`src/design/lrsp_pkg.sv`:
```
// Shared types and constants for the least-recent server picker.
// No dependencies; used by least_recent_server_picker.
package lrsp_pkg;

    localparam int SLOTS_DEF     = 16;
    localparam int TIME_BITS_DEF = 32;
    // At most 16 slots can be addressed; candidate masks are 16 bits wide.
    localparam int ADDR_MAX      = 16;
    localparam int SLOT_W        = 4;
    localparam int COUNT_W       = 5;
    localparam int MAX_OUT       = 16;

    localparam logic [1:0] KIND_TICK    = 2'd0;
    localparam logic [1:0] KIND_CONTACT = 2'd1;
    localparam logic [1:0] KIND_DEAD    = 2'd2;
    localparam logic [1:0] KIND_SELECT  = 2'd3;

    typedef enum logic [1:0] {
        ST_IDLE,
        ST_COUNT,
        ST_SCAN,
        ST_EMIT
    } state_t;

endpackage

```
`src/design/least_recent_server_picker.sv`:
```
// Least-recent server picker: slot table, time counter and selection sequencer; uses lrsp_pkg.
// Tick, contact and dead requests are taken one per cycle while the picker is idle. With A = min(SLOTS, 16), a select
// counts candidates over the A slots after acceptance, then for each chosen slot runs the
// minimum search over the A slots (one key per cycle, single comparator) and hands the
// result over; ready stays low from the select's acceptance until its last result is taken.
// rst_n (async, active low) clears the time counter, the contacted and dead flags and the sequencer.
module least_recent_server_picker #(
    parameter int SLOTS     = lrsp_pkg::SLOTS_DEF,
    parameter int TIME_BITS = lrsp_pkg::TIME_BITS_DEF
) (
    input  logic        clk,
    input  logic        rst_n,
    input  logic        s_axis_tvalid,
    output logic        s_axis_tready,
    // [3:0] server_slot, [19:4] candidate_mask, [20] allow_dead,
    // [25:21] select_count, [31:26] zero
    input  logic [31:0] s_axis_tdata,
    // [1:0] kind
    input  logic [1:0]  s_axis_tuser,
    output logic        m_axis_tvalid,
    input  logic        m_axis_tready,
    // [3:0] chosen_slot, [7:4] zero
    output logic [7:0]  m_axis_tdata,
    output logic        m_axis_tlast,
    // [0] none_selected
    output logic [0:0]  m_axis_tuser
);

    // Only the first 16 slots can ever be addressed or offered.
    localparam int ADDR_SLOTS = (SLOTS < lrsp_pkg::ADDR_MAX) ? SLOTS : lrsp_pkg::ADDR_MAX;
    localparam int IDX_W      = $clog2(ADDR_SLOTS);
    localparam int SLOT_W     = lrsp_pkg::SLOT_W;
    localparam int COUNT_W    = lrsp_pkg::COUNT_W;
    localparam logic [IDX_W-1:0]   IDX_LAST = IDX_W'(ADDR_SLOTS - 1);
    localparam logic [SLOT_W:0]    ADDR_LIM = (SLOT_W + 1)'(ADDR_SLOTS);
    localparam logic [COUNT_W-1:0] CNT_CAP  = COUNT_W'(lrsp_pkg::MAX_OUT);

    // request fields
    logic [SLOT_W-1:0]  in_slot;
    logic [15:0]        in_mask;
    logic               in_allow;
    logic [COUNT_W-1:0] in_count;
    logic               in_acc;
    logic               slot_ok;

    assign in_slot  = s_axis_tdata[3:0];
    assign in_mask  = s_axis_tdata[19:4];
    assign in_allow = s_axis_tdata[20];
    assign in_count = s_axis_tdata[25:21];
    assign in_acc   = s_axis_tvalid && s_axis_tready;
    assign slot_ok  = {1'b0, in_slot} < ADDR_LIM;

    // slot table
    logic [TIME_BITS-1:0]  current_time_reg, current_time_next;
    logic [TIME_BITS-1:0]  contact_time_reg [ADDR_SLOTS];
    logic [ADDR_SLOTS-1:0] contacted_reg, contacted_next;
    logic [ADDR_SLOTS-1:0] dead_reg, dead_next;
    logic                  ts_we;

    // sequencer
    lrsp_pkg::state_t      state_reg, state_next;
    logic [IDX_W-1:0]      idx_reg, idx_next;
    logic [ADDR_SLOTS-1:0] cand_reg, cand_next;
    logic [ADDR_SLOTS-1:0] pool_reg, pool_next;
    logic                  allow_reg, allow_next;
    logic [COUNT_W-1:0]    cnt_reg, cnt_next;
    logic [COUNT_W-1:0]    n_reg, n_next;
    logic [COUNT_W-1:0]    alive_reg, alive_next;
    logic [COUNT_W-1:0]    k_reg, k_next;
    logic [IDX_W-1:0]      best_reg, best_next;
    logic [TIME_BITS-1:0]  best_key_reg, best_key_next;
    logic                  found_reg, found_next;

    // result register
    logic [SLOT_W-1:0]     out_slot_reg, out_slot_next;
    logic                  out_last_reg, out_last_next;
    logic                  out_none_reg, out_none_next;

    // scan helpers
    logic [TIME_BITS-1:0]  key;
    logic                  take;
    logic [ADDR_SLOTS-1:0] alive_mask;
    logic [ADDR_SLOTS-1:0] pool_left;
    logic                  scan_end;
    logic                  count_end;
    logic                  out_acc;

    assign out_acc    = m_axis_tvalid && m_axis_tready;
    assign scan_end   = (state_reg == lrsp_pkg::ST_SCAN) && (idx_reg == IDX_LAST);
    assign count_end  = (state_reg == lrsp_pkg::ST_COUNT) && (idx_reg == IDX_LAST);
    assign alive_mask = cand_reg & ~dead_reg;

    // Key of the slot under the comparator; never-contacted slots count as now.
    assign key  = contacted_reg[idx_reg] ? contact_time_reg[idx_reg] : current_time_reg;
    assign take = pool_reg[idx_reg] && (!found_reg || (key < best_key_reg));

    // next state
    always_comb
    begin
        state_next = state_reg;
        unique case (state_reg)
            lrsp_pkg::ST_IDLE:
            begin
                if (in_acc && (s_axis_tuser == lrsp_pkg::KIND_SELECT))
                begin
                    state_next = lrsp_pkg::ST_COUNT;
                end
            end
            lrsp_pkg::ST_COUNT:
            begin
                if (count_end)
                begin
                    if ((cnt_reg == '0) || (n_next == '0))
                    begin
                        state_next = lrsp_pkg::ST_EMIT;
                    end
                    else
                    begin
                        state_next = lrsp_pkg::ST_SCAN;
                    end
                end
            end
            lrsp_pkg::ST_SCAN:
            begin
                if (scan_end)
                begin
                    state_next = lrsp_pkg::ST_EMIT;
                end
            end
            lrsp_pkg::ST_EMIT:
            begin
                if (out_acc)
                begin
                    state_next = out_last_reg ? lrsp_pkg::ST_IDLE : lrsp_pkg::ST_SCAN;
                end
            end
            default:
            begin
                state_next = lrsp_pkg::ST_IDLE;
            end
        endcase
    end

    // datapath and outputs
    always_comb
    begin
        current_time_next = current_time_reg;
        contacted_next    = contacted_reg;
        dead_next         = dead_reg;
        ts_we             = 1'b0;
        idx_next          = idx_reg;
        cand_next         = cand_reg;
        pool_next         = pool_reg;
        allow_next        = allow_reg;
        cnt_next          = cnt_reg;
        n_next            = n_reg;
        alive_next        = alive_reg;
        k_next            = k_reg;
        best_next         = best_reg;
        best_key_next     = best_key_reg;
        found_next        = found_reg;
        out_slot_next     = out_slot_reg;
        out_last_next     = out_last_reg;
        out_none_next     = out_none_reg;
        pool_left         = pool_reg;

        s_axis_tready = (state_reg == lrsp_pkg::ST_IDLE);
        m_axis_tvalid = (state_reg == lrsp_pkg::ST_EMIT);
        m_axis_tdata  = {{(8 - SLOT_W){1'b0}}, out_slot_reg};
        m_axis_tlast  = out_last_reg;
        m_axis_tuser  = out_none_reg;

        unique case (state_reg)
            lrsp_pkg::ST_IDLE:
            begin
                if (in_acc)
                begin
                    unique case (s_axis_tuser)
                        lrsp_pkg::KIND_TICK:
                        begin
                            if (!(&current_time_reg))
                            begin
                                current_time_next = current_time_reg + TIME_BITS'(1);
                            end
                        end
                        lrsp_pkg::KIND_CONTACT:
                        begin
                            if (slot_ok)
                            begin
                                ts_we = 1'b1;
                                contacted_next[in_slot[IDX_W-1:0]] = 1'b1;
                            end
                        end
                        lrsp_pkg::KIND_DEAD:
                        begin
                            if (slot_ok)
                            begin
                                dead_next[in_slot[IDX_W-1:0]] = 1'b1;
                            end
                        end
                        lrsp_pkg::KIND_SELECT:
                        begin
                            cand_next  = in_mask[ADDR_SLOTS-1:0];
                            allow_next = in_allow;
                            cnt_next   = (in_count > CNT_CAP) ? CNT_CAP : in_count;
                            n_next     = '0;
                            alive_next = '0;
                            k_next     = '0;
                            idx_next   = '0;
                        end
                        default:
                        begin
                        end
                    endcase
                end
            end
            lrsp_pkg::ST_COUNT:
            begin
                // One slot per cycle: candidates and live candidates.
                n_next     = n_reg + COUNT_W'(cand_reg[idx_reg]);
                alive_next = alive_reg + COUNT_W'(alive_mask[idx_reg]);
                idx_next   = IDX_W'(idx_reg + 1'b1);
                if (count_end)
                begin
                    idx_next   = '0;
                    found_next = 1'b0;
                    if ((cnt_reg == '0) || (n_next == '0))
                    begin
                        out_slot_next = '0;
                        out_last_next = 1'b1;
                        out_none_next = 1'b1;
                    end
                    else if ((n_next > cnt_reg) && !allow_reg && (alive_next > cnt_reg))
                    begin
                        pool_next = alive_mask;
                    end
                    else
                    begin
                        pool_next = cand_reg;
                    end
                end
            end
            lrsp_pkg::ST_SCAN:
            begin
                // Running minimum; strict compare keeps the lower slot on ties.
                if (take)
                begin
                    best_next     = idx_reg;
                    best_key_next = key;
                    found_next    = 1'b1;
                end
                idx_next = IDX_W'(idx_reg + 1'b1);
                if (scan_end)
                begin
                    pool_left     = pool_reg & ~(ADDR_SLOTS'(1) << best_next);
                    pool_next     = pool_left;
                    k_next        = COUNT_W'(k_reg + 1'b1);
                    out_slot_next = SLOT_W'(best_next);
                    out_none_next = 1'b0;
                    out_last_next = (k_next == cnt_reg) || (pool_left == '0);
                end
            end
            lrsp_pkg::ST_EMIT:
            begin
                if (out_acc)
                begin
                    idx_next   = '0;
                    found_next = 1'b0;
                end
            end
            default:
            begin
            end
        endcase
    end

    always_ff @(posedge clk or negedge rst_n)
    begin
        if (!rst_n)
        begin
            state_reg        <= lrsp_pkg::ST_IDLE;
            current_time_reg <= '0;
            contacted_reg    <= '0;
            dead_reg         <= '0;
        end
        else
        begin
            state_reg        <= state_next;
            current_time_reg <= current_time_next;
            contacted_reg    <= contacted_next;
            dead_reg         <= dead_next;
        end
    end

    always_ff @(posedge clk)
    begin
        if (ts_we)
        begin
            contact_time_reg[in_slot[IDX_W-1:0]] <= current_time_reg;
        end
    end

    // payload and sequencer working registers
    always_ff @(posedge clk)
    begin
        idx_reg      <= idx_next;
        cand_reg     <= cand_next;
        pool_reg     <= pool_next;
        allow_reg    <= allow_next;
        cnt_reg      <= cnt_next;
        n_reg        <= n_next;
        alive_reg    <= alive_next;
        k_reg        <= k_next;
        best_reg     <= best_next;
        best_key_reg <= best_key_next;
        found_reg    <= found_next;
        out_slot_reg <= out_slot_next;
        out_last_reg <= out_last_next;
        out_none_reg <= out_none_next;
    end

    // One request in flight: no new request while a result is pending.
    assert property (@(posedge clk) disable iff (!rst_n)
        m_axis_tvalid |-> !s_axis_tready)
        else $error("request taken while a result is pending");

    // An empty selection is always the final result.
    assert property (@(posedge clk) disable iff (!rst_n)
        (m_axis_tvalid && m_axis_tuser[0]) |-> m_axis_tlast)
        else $error("empty selection not marked last");

    // Never more results than requested.
    assert property (@(posedge clk) disable iff (!rst_n)
        (m_axis_tvalid && !m_axis_tuser[0]) |-> ((k_reg <= cnt_reg) && (k_reg != '0)))
        else $error("selection count exceeded");

    // The time counter never goes backwards.
    assert property (@(posedge clk) disable iff (!rst_n)
        1'b1 |=> (current_time_reg >= $past(current_time_reg)))
        else $error("time counter went backwards");

endmodule
```
`config.mk`:
```
export PLATFORM = sky130hd
export DESIGN_NAME = least_recent_server_picker
export DESIGN_NICKNAME = d
export VERILOG_FILES = /design/src/design/lrsp_pkg.sv /design/src/design/least_recent_server_picker.sv
export SDC_FILE = /design/constraint.sdc
export NUM_CORES = 1
export LEC_CHECK = 0
export BUFFER_PORTS_ARGS = -buffer_cell sky130_fd_sc_hd__buf_2
export CAP_MARGIN = 20
export CORE_ASPECT_RATIO = 1.4
export CORE_UTILIZATION = 54
export DETAILED_ROUTE_END_ITERATION = 10
export PLACE_DENSITY = 0.76
export SKIP_CTS_REPAIR_TIMING = 1
export SLEW_MARGIN = 10
export SYNTH_ARGS = -nofsm -noshare
export SYNTH_HDL_FRONTEND = slang
export SYNTH_SLANG_ARGS = --single-unit
```
`constraint.sdc`:
```
create_clock -name clk -period 9.03 [get_ports clk]
set_input_delay 1.806 -clock clk [delete_from_list [all_inputs] [get_ports clk]]
set_output_delay 1.806 -clock clk [all_outputs]
set_load 0.01 [all_outputs]
```
==> results of run 1 <==
## layout by cell type (no fill, tap or decap), types with 13 or more instances in the layout
cell and n:
a21oi_1 24, and2_1 13, buf_2 38, buf_4 32
clkbuf_1 18, clkbuf_16 58, dfrtp_1 66, edfxtp_1 607
ha_1 52, inv_1 70, mux2_2 37, mux4_2 172
nand2_1 62, nand3_1 37, nand4_1 17, nor2_1 36
nor2_4 17, nor2b_1 13, nor3_1 14, o211ai_1 16
o21ai_0 51, or2_2 18, xnor2_1 28, xor2_1 19
## cells in the mapped netlist (all sizes together), types with 23 or more instances
cell | n | area share
inv | 70 | 0.0092
xnor2 | 28 | 0.0086
clkbuf | 43 | 0.0057
ha | 52 | 0.023
nand2 | 62 | 0.0082
o21ai | 51 | 0.0090
nand3 | 37 | 0.0065
edfxtp | 607 | 0.64
nor2 | 54 | 0.0071
mux4 | 172 | 0.14
dfrtp | 66 | 0.058
mux2 | 38 | 0.015
a21oi | 24 | 0.0042
buf | 23 | 0.0039
## metrics by stage
step,setup WS [ps],util
3_5_place_dp,2390,0.569
3_3_place_gp,2390,0.569
5_1_grt,2020,0.608
4_1_cts,2310,0.607
2_1_floorplan,2620,-
6_report,2470,0.608
## metal layers
layer,GRT usage,share of wire
met1,0.275,0.36
met3,0.0234,0.053
met4,0.0909,0.039
met5,0,0
met2,0.434,0.55
## final timing paths
kind,start,endpoint,slack [ps],cells past startpoint
setup / recovery,flop,m_axis_tlast$_SDFFCE_PN1P_,2470,15
hold / removal,dead_reg[10]$_DFFE_PN0P_,dead_reg[10]$_DFFE_PN0P_,460,2
setup reg to reg,flop,m_axis_tlast$_SDFFCE_PN1P_,2470,15
hold reg to reg,dead_reg[10]$_DFFE_PN0P_,dead_reg[10]$_DFFE_PN0P_,460,2
max in group asynchronous,rst_n,current_time_reg[0]$_DFFE_PN0P_,7040,1
min in group asynchronous,rst_n,current_time_reg[23]$_DFFE_PN0P_,1350,1
## cell type report
class / instances / area share
Multi-Input combinational cell: 741 / 0.252
Inverter: 71 / 0.00843
Tap cell: 656 / 0.0260
Timing Repair Buffer: 74 / 0.0164
Clock buffer: 84 / 0.0515
Sequential cell: 682 / 0.635
Clock inverter: 26 / 0.0105
## critical path, delay by kind of cell, from the launching register on
| family | cells | cell delay, ps |
|---|---|---|
| fa+ha+maj | 1 | 290 |
| flops | 1 | 880 |
| simple gates | 2 | 800 |
| buf+inv | 1 | 440 |
| mux | 4 | 1700 |
| compound gates | 7 | 2190 |
## logic make-up after synthesis
logic type	count (synthesis)
AO/OA/AOI/OAI	150
other	1
flip-flops	682
adder cells (fa/ha/maj)	52
XOR/XNOR	47
buffers and inverters	137
multiplexers	219
AND/OR/NAND/NOR	269
## power by group through the flow
stage                     clock network, uW  registers (uW)  logic [uW]
after floorplan                           0            3760        1240
after global placement                    0            3870        1530
after detailed placement                  0            3880        1570
after CTS                              2590            3810        1590
after global routing                   2690            3830        1740
final                                  2550            3810        1600
==> impl_metrics.toml, run 1 <==
[status]
outcome = "finished clean"

[die]
ioPinCount = 50
die_width_um = 196
fp.dieArea_mm2 = 0.0536
die_h_um = 273
rows = 99
core_mm2 = 0.0520
start_util = 0.546

[critical_path]
arrival_ps = 6940
crit_fanout = 39
cpPeakStageDelay_ps = 880
crit_path_frequent_cell = "mux4_2"
path_cells = "buf_4 > mux4_2 > mux4_2 > mux2_2 > ha_1 > a211o_1 > o211ai_1 > a21oi_1 > o41ai_1 > and2_0 > nand2_1 > mux2i_1 > o311ai_0 > o2111ai_1 > o31ai_1"
critPathLaunchType = "flop"
crit_type = "reg2reg"
setup.worst_path.end_class = "flop"
crit_slowest_cell = "dfxtp_4"
cp.required_ps = 9420

[final_layout]
n_fill_cell = 3594
fin_area_mm2 = 0.0316
syn_to_final_growth_pct = 11.2
num_antenna_cells = 0
final_layout_size_suffix_gt1_frac = 0.249
instances_no_fill = 2334
largest_reg_flops = 512
regArea_mm2 = 0.0201
nNetsFinal = 1718
multi_input_area_mm2 = 0.00797

[timing]
worst_pin_slew_ps = 986
max-slew-margin-rel = 0.337
finalClockSkew_ps = 24.4
setup_viol = 0
hold_violations = 0
whs_ps = 460
fin_setup_tns_ps = 0
slew_violations = 0
rsz0062_at_grt = "false"
timing.final.crit_share = 0.726
fmax_mhz = 153
post-route-min-period_ps = 6560

[power_and_ir_drop]
swShare = 0.275
power.total_uw = 7960
switching_power_uw = 2190
clock_power_share = 0.321
p_per_area_mw_per_mm2 = 252
peakVddDrop_mv = 0.330
seqPwrFrac = 0.478
combPwrFrac = 0.200
p_int_uw = 5770
cellLeakagePower_uw = 0.00957

[place]
gp_congestion = 0.889
portBuffers = 39
dpl_cell_area_mm2 = 0.0296
hpwl_um = 33000
place_inst = 2223

[synthesis]
synth-adder-area-share = 0.0229
synth-seq-cells = 682
synth_cell_types = 64
async_reset_ff_frac = 0.0968
avgSynthCellArea_um2 = 18.2
synth_flop_cell = "edfxtp_1"
synth_compound_area_frac = 0.0344
synth_xor_area_frac = 0.0145
synthSimpleGateAreaFrac = 0.0485
syn_inst = 1557
syn_area_mm2 = 0.0284
ys_warn_count = 0
synth_top_family_by_area = "multiplexers"
seq_area_frac_synth = 0.706
synthMuxAreaShare = 0.155
synth_edf_count = 607

[global_routing]
antenna_found_initial = 0
grt_usage = 0.232
grt_first_pass_wirelength_um = 91800
grt_max_degree = 76
grt_pass1_vias = 15201
grt.overflow.total = 0

[drt]
drc = 0
final_antenna_net_count = 0
vias_per_cell = 6.26
firstDrtPassIters = 6
wirelength_um = 60500
vias = 14601
wl_per_cell_um = 25.9
drt-initial-drc-count = 1319

[clocking]
cts.sinks = 682
cts_inserted_buffers = 58
cts_root_buf = "clkbuf_16"
clock_path_buffers = 3
clk_pin_slew_ps = 70
clk_latency_ps = 610
h-tree-depth = 2
cts_tree = "done"

[worst_hold_path]
min_path_type = "reg2reg"

[flow_run]
cap_viol_max_count = 0
Power figures use the tool's default switching activity.
==> inputs of run 2 (changes only) <==
==> constraint.sdc (replaced) <==
create_clock -name clk -period 6.6 [get_ports clk]
set_input_delay 1.32 -clock clk [delete_from_list [all_inputs] [get_ports clk]]
set_output_delay 1.32 -clock clk [all_outputs]
set_load 0.01 [all_outputs]
==> impl_metrics.toml, run 2 (synthesis gave the netlist of run 1 again) <==
[power_and_ir_drop]
swShare = 0.277
switching_power_uw = 3010
p_int_uw = 7840
seqPwrFrac = 0.478
peakVddDrop_mv = 0.304
p_per_area_mw_per_mm2 = 343
combPwrFrac = 0.208
clock_power_share = 0.314
cellLeakagePower_uw = 0.00961

[timing]
setup_viol = 0
fmax_mhz = 169
hold_violations = 0
rsz0062_at_grt = "false"
slew_violations = 0
fin_setup_tns_ps = 0
finalClockSkew_ps = 21.4
fin_ws_ps = 688
post-route-min-period_ps = 5910
max-slew-margin-rel = 0.297
worst_pin_slew_ps = 1040
timing.final.crit_share = 0.896

[final_layout]
fin_area_mm2 = 0.0317
layout_commonest_cell = "edfxtp_1"
num_antenna_cells = 0
final_cell_mix = "607 x edfxtp_1, 172 x mux4_2, 70 x inv_1"
n_fill_cell = 3609
final_layout_size_suffix_gt1_frac = 0.256
syn_to_final_growth_pct = 11.5
largest_reg_flops = 512
nNetsFinal = 1726

[clocking]
h-tree-depth = 2
clk_latency_ps = 610
cts_inserted_buffers = 56
clock_path_buffers = 3
clk_pin_slew_ps = 70
cts.sinks = 682
cts_root_buf = "clkbuf_16"
cts_tree = "done"

[critical_path]
critPathLaunchType = "flop"
cp.required_ps = 6940
crit_fanout = 13
crit_type = "reg2reg"
arrival_ps = 6250
setup.worst_path.end_class = "flop"

[drt]
final_antenna_net_count = 0
wirelength_um = 61600
vias_per_cell = 6.31
drc = 0
firstDrtPassIters = 5
vias = 14758
drt-initial-drc-count = 1398
wl_per_cell_um = 26.3

[die]
ioPinCount = 50
fp.dieArea_mm2 = 0.0536
rows = 99
start_util = 0.546
core_mm2 = 0.0520
die_width_um = 196
die_h_um = 273

[global_routing]
grt_max_degree = 67
grt.overflow.total = 0
antenna_found_initial = 0
grt_first_pass_wirelength_um = 92100
grt_pass1_vias = 15273
grt_usage = 0.235

[place]
dp_slack_ps = 834
hpwl_um = 35400
gp_congestion = 0.916
dpl_cell_area_mm2 = 0.0298
portBuffers = 39

[flow_run]
cap_viol_max_count = 0

[status]
outcome = "finished clean"

[worst_hold_path]
min_path_type = "reg2reg"
[run 2: changes by cell type in the layout (fill, tap and decap cells not counted), sizes merged]
cell | previous run | this run
clkbuf | 84 | 74
inv | 72 | 71
bufinv | 7 | 6
clkinv | 13 | 20
buf | 74 | 84
[run 2: cell type report]
| cell class | instances | area (um2) | area share |
|---|---|---|---|
| Timing Repair Buffer | 84 | 648 | 0.0205 |
| Multi-Input combinational cell | 741 | 7970 | 0.252 |
| Inverter | 71 | 267 | 0.00842 |
| Tap cell | 656 | 821 | 0.0259 |
| Clock buffer | 74 | 1560 | 0.0492 |
| Sequential cell | 682 | 20100 | 0.634 |
| Clock inverter | 31 | 334 | 0.0105 |
[run 2: path summary, 6_finish.rpt]
| kind | from | end | slack [ps] | cells past startpoint |
|---|---|---|---|---|
| max reg2reg | idx_reg[2]$_DFFE_PP_ | m_axis_tlast$_SDFFCE_PN1P_ | 690 | 17 |
| max in group asynchronous | rst_n | contacted_reg[10]$_DFFE_PN0P_ | 5300 | 2 |
| min reg2reg | dead_reg[10]$_DFFE_PN0P_ | dead_reg[10]$_DFFE_PN0P_ | 460 | 2 |
| min | dead_reg[10]$_DFFE_PN0P_ | dead_reg[10]$_DFFE_PN0P_ | 460 | 2 |
| max | idx_reg[2]$_DFFE_PP_ | m_axis_tlast$_SDFFCE_PN1P_ | 690 | 17 |
| min in group asynchronous | rst_n | current_time_reg[29]$_DFFE_PN0P_ | 690 | 1 |
[run 2: metal layers]
metal  up-vias  track usage  share of wire
met1      7705        0.275           0.36
met2       537        0.435           0.55
met5         -            0              0
met3       153       0.0260          0.047
li1       6363            -              -
met4         0        0.104          0.042
[run 2: critical path, cell delays in order (launching register included)]
cell and delay (ps):
edfxtp_1 560, mux4_2 410, mux2i_1 130, mux2i_4 600, buf_4 310, mux2_2 370
ha_1 320, a211oi_1 240, o211a_1 180, a211oi_1 70, o41ai_1 330, buf_4 210
and2_0 330, nand2_1 250, or3_1 480, a31oi_1 220, o22ai_1 130, o31ai_1 460
[run 2: power by group through the flow]
| stage | logic, uW | clock network, uW | registers [uW] |
|---|---|---|---|
| 3_3_place_gp | 2180 | 0 | 5260 |
| 2_1_floorplan | 1690 | 0 | 5150 |
| 5_1_grt | 2460 | 3570 | 5210 |
| 6_report | 2260 | 3400 | 5190 |
| 3_5_place_dp | 2240 | 0 | 5280 |
| 4_1_cts | 2260 | 3430 | 5190 |
[run 2: stage by stage]
step	instances	utilization	hold WS [ps]	power (uW)
finish	2339	0.609	462	10800
detailed placement	2233	0.572	449	7520
global placement	2233	0.572	440	7440
floorplan	1560	-	423	6840
global route	2339	0.609	476	11200
CTS	2338	0.608	464	10900
